[src/hw/rtl/smf_pkg.sv]
// Shared constants for the sphere field pipeline.
// No dependencies; used by the top level, the divider and the checker.
package smf_pkg;

    localparam int COORD_W    = 32;
    localparam int QUAT_W     = 16;
    localparam int QUAT_FRAC  = QUAT_W - 2;
    localparam int MAT_W      = QUAT_W + 4;
    localparam int UNIT_FRAC  = 28;
    localparam int RATIO_FRAC = 30;
    localparam int SQ_STEPS   = COORD_W;
    localparam int DIV_STEPS  = COORD_W - 1;
    localparam int DIV_NUM_W  = (COORD_W - 1) + RATIO_FRAC;
    localparam int CFG_IDX_W  = 3;
    localparam int CFG_DATA_W = 4 * QUAT_W;
    localparam int SMF_LAT    = 15 + SQ_STEPS + DIV_STEPS;

    // Exact x/3 for x < 2^34: (x * DIV3_MUL) >> DIV3_SH
    localparam logic [33:0] DIV3_MUL = 34'h2_AAAA_AAAB;
    localparam int          DIV3_SH  = 35;
    localparam logic signed [63:0] VEC_LIMIT = (64'sd1 <<< 33) - 64'sd1;

    localparam logic [CFG_IDX_W-1:0] CFG_POS_X  = 3'd0;
    localparam logic [CFG_IDX_W-1:0] CFG_POS_Y  = 3'd1;
    localparam logic [CFG_IDX_W-1:0] CFG_POS_Z  = 3'd2;
    localparam logic [CFG_IDX_W-1:0] CFG_QUAT   = 3'd3;
    localparam logic [CFG_IDX_W-1:0] CFG_RADIUS = 3'd4;
    localparam logic [CFG_IDX_W-1:0] CFG_POL_X  = 3'd5;
    localparam logic [CFG_IDX_W-1:0] CFG_POL_Y  = 3'd6;
    localparam logic [CFG_IDX_W-1:0] CFG_POL_Z  = 3'd7;

    localparam logic [CFG_DATA_W-1:0] QUAT_RST   = 64'h4000_0000_0000_0000;
    localparam logic [COORD_W-2:0]    RADIUS_RST = 31'd1677722;
    localparam logic [COORD_W-1:0]    POLZ_RST   = 32'h0100_0000;

endpackage

[src/hw/rtl/smf_div.sv]
// Pipelined restoring divider, one quotient bit per stage.
// Depends on smf_pkg; o_quo is the quotient register of the last stage.
module smf_div (
    input  logic                           i_clk,
    input  logic [smf_pkg::DIV_NUM_W-1:0]  i_num,
    input  logic [smf_pkg::COORD_W-1:0]    i_den,
    output logic [smf_pkg::DIV_STEPS-1:0]  o_quo
);
    import smf_pkg::*;

    logic [COORD_W-1:0]   r_rem [1:DIV_STEPS-1];
    logic [COORD_W-1:0]   r_den [1:DIV_STEPS-1];
    logic [DIV_STEPS-1:0] r_num [1:DIV_STEPS-1];
    logic [DIV_STEPS-1:0] r_quo [1:DIV_STEPS];

    for (genvar j = 0; j < DIV_STEPS; j++) begin : g_step
        logic [COORD_W-1:0]   c_rem;
        logic [COORD_W-1:0]   c_den;
        logic [DIV_STEPS-1:0] c_num;
        logic [DIV_STEPS-1:0] c_quo;
        logic [COORD_W:0]     n_t;
        logic [COORD_W:0]     n_d;
        logic                 n_ge;

        if (j == 0) begin : g_first
            // quotient fits DIV_STEPS bits, so the top part is below the divisor
            assign c_rem = COORD_W'(i_num[DIV_NUM_W-1:DIV_STEPS]);
            assign c_den = i_den;
            assign c_num = i_num[DIV_STEPS-1:0];
            assign c_quo = '0;
        end else begin : g_next
            assign c_rem = r_rem[j];
            assign c_den = r_den[j];
            assign c_num = r_num[j];
            assign c_quo = r_quo[j];
        end

        always_comb begin
            n_t  = {c_rem, c_num[DIV_STEPS-1-j]};
            n_ge = (n_t >= {1'b0, c_den});
            n_d  = n_t - {1'b0, c_den};
        end

        always_ff @(posedge i_clk) begin
            r_quo[j+1] <= {c_quo[DIV_STEPS-2:0], n_ge};
        end

        if (j < DIV_STEPS - 1) begin : g_carry
            always_ff @(posedge i_clk) begin
                r_rem[j+1] <= n_ge ? n_d[COORD_W-1:0] : n_t[COORD_W-1:0];
                r_den[j+1] <= c_den;
                r_num[j+1] <= c_num;
            end
        end
    end

    assign o_quo = r_quo[DIV_STEPS];

endmodule

[config.mk]
export PLATFORM = sky130hd
export DESIGN_NAME = smf_div
export DESIGN_NICKNAME = d
export VERILOG_FILES = /design/src/hw/rtl/smf_pkg.sv /design/src/hw/rtl/smf_div.sv
export SDC_FILE = /design/constraint.sdc
export NUM_CORES = 2
export LEC_CHECK = 0
export BUFFER_PORTS_ARGS = -buffer_cell sky130_fd_sc_hd__buf_2
export CAP_MARGIN = 20
export CORE_AREA = 8 8 540 542
export DETAILED_ROUTE_END_ITERATION = 7
export DIE_AREA = 0 0 548 550
export PLACE_DENSITY_LB_ADDON = 0.12
export SKIP_CTS_REPAIR_TIMING = 1
export SLEW_MARGIN = 20
export SYNTH_ARGS = -nofsm -noshare
export SYNTH_HDL_FRONTEND = slang
export SYNTH_SLANG_ARGS = --single-unit
export TNS_END_PERCENT = 20
[constraint.sdc]
create_clock -name i_clk -period 5 [get_ports i_clk]
set_input_delay 1 -clock i_clk [delete_from_list [all_inputs] [get_ports i_clk]]
set_output_delay 1 -clock i_clk [all_outputs]
set_load 0.02 [all_outputs]
# Word level (Yosys, flattened, before mapping)
# Memory sizes are Yosys's and may differ from the RTL's.
# Cells that the tools add are included.
# W data, S select, Z words.
[totals] register_bits=0 romBits=0 mem_bits_rw=3811 output_inout_bits=31 input_bits=94 latchBits=0 wordCells=95 mem_count=4
[op_classes] shift=0 mux=30 reduce_logical=0 mul=0 n_eq_ne=0 n_addsub=30 n_div=0 bitwise=0 order_cmp=31
[mem_list] name="r_quo" words=31 width=31 read_ports=31 rd_clocked_by_memory_dff=0 write_ports=31 line="smf_div.sv:14" text="logic [DIV_STEPS-1:0] r_quo [1:DIV_STEPS];"
[mem_list] name="r_den" words=30 width=32 read_ports=30 rd_clocked_by_memory_dff=0 write_ports=30 line="smf_div.sv:12" text="logic [COORD_W-1:0] r_den [1:DIV_STEPS-1];"
[mem_list] name="r_rem" words=30 width=32 read_ports=30 rd_clocked_by_memory_dff=0 write_ports=30 line="smf_div.sv:11" text="logic [COORD_W-1:0] r_rem [1:DIV_STEPS-1];"
[mem_list] name="r_num" words=30 width=31 read_ports=30 rd_clocked_by_memory_dff=0 write_ports=30 line="smf_div.sv:13" text="logic [DIV_STEPS-1:0] r_num [1:DIV_STEPS-1];"
[op_table] operator="$ge A33 B32 Y1" n=30
[op_table] operator="$mux W32" n=30
[op_table] operator="$sub A32 B32 Y32" n=29
[op_table] operator="$ge A31 B32 Y1" n=1
[op_table] operator="$sub A31 B32 Y32" n=1

# Depth between registers and ports, before layout
# An unclocked memory read counts as a cell.
[depth] ltp_word=3 mapped_depth=15 depth_no_buf=14

# Least setup slack after synthesis
# No wires, ideal clock.
[synth_path] path_kind="in2reg" start="input port i_num[30] in the netlist's numbering" end="register, netlist name r_rem[0][56]" path_stages=15 n_path_buf=1 setup_ns=0.121 path_slack_ns=1.289 t_arrival_ns=3.590 required_time_ns=4.879 path_cell_list="inv_1 -> ha_1 -> inv_1 -> fa_1 -> a21oi_1 -> o21ai_0 -> a21oi_1 -> a311o_1 -> o211ai_1 -> a211oi_1 -> nor2_1 -> o21ai_1 -> a21o_1 -> buf_2 -> mux2_2"
[synth_lines] item="start: declaration" line="smf_div.sv:5" text="input logic [smf_pkg::DIV_NUM_W-1:0] i_num,"

==> key figures <==
STA
  – TNS Setup: 0 ns
  – Finish-stage setup viols: 0
  – Fin. max-slew vios: 0
  – Count of final hold-check violations: 0
  – Worst clock skew: between 0.06 and 0.07 ns
  – WHS: around 0.18 ns
  – Worst slew margin: 28.8%
  – PnR worst setup slack: 0.715 ns
  – Slew @ Worst Pin: between 1 and 1.5 ns
  – RSZ-0062 raised after global routing: no
  – Min Tclk post-route: about 4.3 ns
  – Final Cycle Share: a little under nine tenths
  – Max Freq: 0.233 GHz

Worst setup path
  – Worst reg-to-reg setup slack: 0.71 ns
  – Data required time of the worst path: around 5.8 ns
  – Critical Path End Type: register
  – Worst Path Arrival: about 5.1 ns
  – Critical path class: register to register
  – Worst Path Max Fanout: 28
  – Worst setup SP type: register

Logic synthesis
  – Netlist cell types: 103
  – Syn Inst Count: 12400
  – Top cell type's share of synthesized area: 47.6%
  – Syn avg cell area: 9.79 um^2
  – Number of synthesized register bits: 2881
  – EDFF count, synth: 0
  – YS warnings: 0
  – Syn Nets: approximately 14000
  – Area leader, netlist: dfxtp_1
  – Ys async rst share: 0%
  – Count leader, synth: dfxtp_1
  – Top_reg_cell synth: dfxtp_1
  – Synth cell count leaders: 2881 x dfxtp_1, 1214 x inv_1, 1041 x a21oi_1
  – Sequential area share after synthesis: 47.6%
  – Synth top area cells: dfxtp_1 48%, ha_1 10%, a21oi_1 4.3%, mux2_2 3.8%, inv_1 3.8%
  – Post-Syn Area: 121000 um^2

Placed design
  – DP Area: 126000 um^2
  – GPL Wtd Cong: 0.868
  – Pre-CTS setup slack: between 0.5 and 0.6 ns
  – Port buffer count: around 120
  – Dpl hpwl: 236 mm

Global route
  – Total GRT Usage: 19.2%
  – Total gr overflow: 0
  – Largest net degree at the start of global routing: 64
  – First-pass GRT wire length: 469 mm
  – Vias in the first global route: 86200
  – Antenna violations before repair: 5

Routing
  – Routed WL: roughly 300 mm
  – DRT iter0 DRCs: just under 5000
  – Routed len/inst: 18.1 um
  – Vias: 86200
  – DR DRC count: 0
  – Pre-Repair DR Iteration Count: 6
  – Vias/cell: 5.20
  – Routed Antenna Nets: 0

Clock network
  – CTS tree: yes
  – Clock transition at path regs: 0.06 ns
  – Clock sinks: 2881
  – Worst skew pair latency: slightly above 0.9 ns
  – Buffers from clock root to sink, at most: 4
  – CTS buffer count: between 300 and 400
  – H-tree level count: 5
  – Clock Root Buffer: clkbuf_16

Pwr
  – NetSw: 39800 uW
  – Comb pwr share: 45.2%
  – P per Cell Area: just under 800 nW/um^2
  – Internal: 65300 uW
  – P_leak: 0.0624 uW
  – Switching share of power: between 30 and 40%
  – Clock power frac: between 20 and 25%
  – VDD IR max: 0.335 mV
  – Flop pwr share: between 30 and 40%

Floorplanning
  – Initial core utilization: a little over two fifths
  – # rows: 196
  – IO Pins: 125
  – Core area: 283000 um^2
  – Die height: 550 um
  – Die ar.: 301000 um^2
  – Die width: 548 um

Final layout
  – Synth-to-layout area growth: 12.7%
  – Final nets: 13700
  – Cell area after layout: 137000 um^2
  – End-of-flow core utilization: 48.2%
  – Share of cells above drive strength 1: 9.79%

Job
  – Max_cap viols: 0

Outcome
  – Status: finished clean

Worst hold path
  – Min-Delay Path Class: primary input to register
-- sequential cells by signal, summed over array words and instances, names as in the netlist --
| name | count |
|---|---|
| r_num | 465 |
| r_quo | 496 |
| r_rem | 960 |
| r_den | 960 |
-- area by class of cell --
| class | count | area, um^2 |
|---|---|---|
| Fill cell | 26400 | 147000 |
| Timing Repair Buffer | 174 | 1070 |
| Multi-Input combinational cell | 7990 | 57800 |
| Clock buffer | 410 | 8680 |
| Antenna cell | 3 | 7.51 |
| Sequential cell | 2881 | 57700 |
| Inverter | 1214 | 4560 |
| Tap cell | 3762 | 4710 |
| Clock inverter | 151 | 2070 |
-- routing by layer --
| layer | track usage (%) | vias to the layer above | part of all wire, % |
|---|---|---|---|
| met1 | 22.5 | 40600 | 41 |
| met3 | 2.57 | 596 | 4.1 |
| met4 | 6.29 | 0 | 3.4 |
| met2 | 36.0 | 1785 | 51 |
| li1 | - | 43300 | - |
| met5 | 0 | - | 0 |
-- power groups by stage --
stage	Sequential (uW)	Combinational, uW	Clock, uW
global route	34700	52900	25300
global placement	34700	46700	0
finish	34000	47500	23500
detailed placement	34700	47200	0
CTS	34300	47600	24300
floorplan	32500	37300	0
-- worst max-delay path, cell delays in order, from the launching register on --
cell	delay [ns]
dfxtp_1	0.32
inv_1	0.05
ha_1	0.43
nand3_1	0.18
or3_1	0.44
or3_1	0.50
nor4_1	0.78
nor3_1	0.17
a21oi_4	0.44
buf_4	0.43
mux2_2	0.39
-- path summary, 6_finish.rpt --
kind,cells after the start,start,to
hold reg to reg,0,r_quo[0][917]$_DFF_P_,r_quo[0][949]$_DFF_P_
hold / removal,1,i_num[13],r_num[0][44]$_DFF_P_
setup / recovery,10,r_den[7][55]$_DFF_P_,r_rem[1][21]$_DFF_P_
setup reg to reg,10,r_den[7][55]$_DFF_P_,r_rem[1][21]$_DFF_P_
-- layout by cell type (no fill, tap or decap), drive strengths merged, types with 38 or more instances in the layout --
master / count
nor3: 132
clkbuf: 410
a211oi: 74
nor2: 690
a31oi: 122
a21o: 486
nor4: 38
a21oi: 1043
nand4: 165
o21a: 130
o211ai: 47
dfxtp: 2881
and3: 100
mux2: 470
o31ai: 56
xnor2: 486
buf: 174
xor2: 332
o31a: 45
nand2b: 119
nand2: 745
inv: 1230
o21ai: 683
clkinv: 89
nand3: 209
o21bai: 116
nor2b: 144
ha: 991
-- through the flow --
| stage | power [uW] | cells |
|---|---|---|
| floorplan | 69800 | 12400 |
| global placement | 81400 | 16000 |
| detailed placement | 81900 | 16000 |
| CTS | 106000 | 16600 |
| global route | 113000 | 16600 |
| finish | 105000 | 16600 |
-- cells by family after synthesis --
logic type | count (synthesis) | synth area share (%)
xor+xnor | 818 | 5.91
flops | 2881 | 47.6
fa+ha+maj | 1021 | 10.7
mux | 504 | 4.73
simple gates | 2517 | 9.84
compound gates | 3130 | 16.4
buf+inv | 1515 | 4.87
Power figures use the tool's default switching activity.
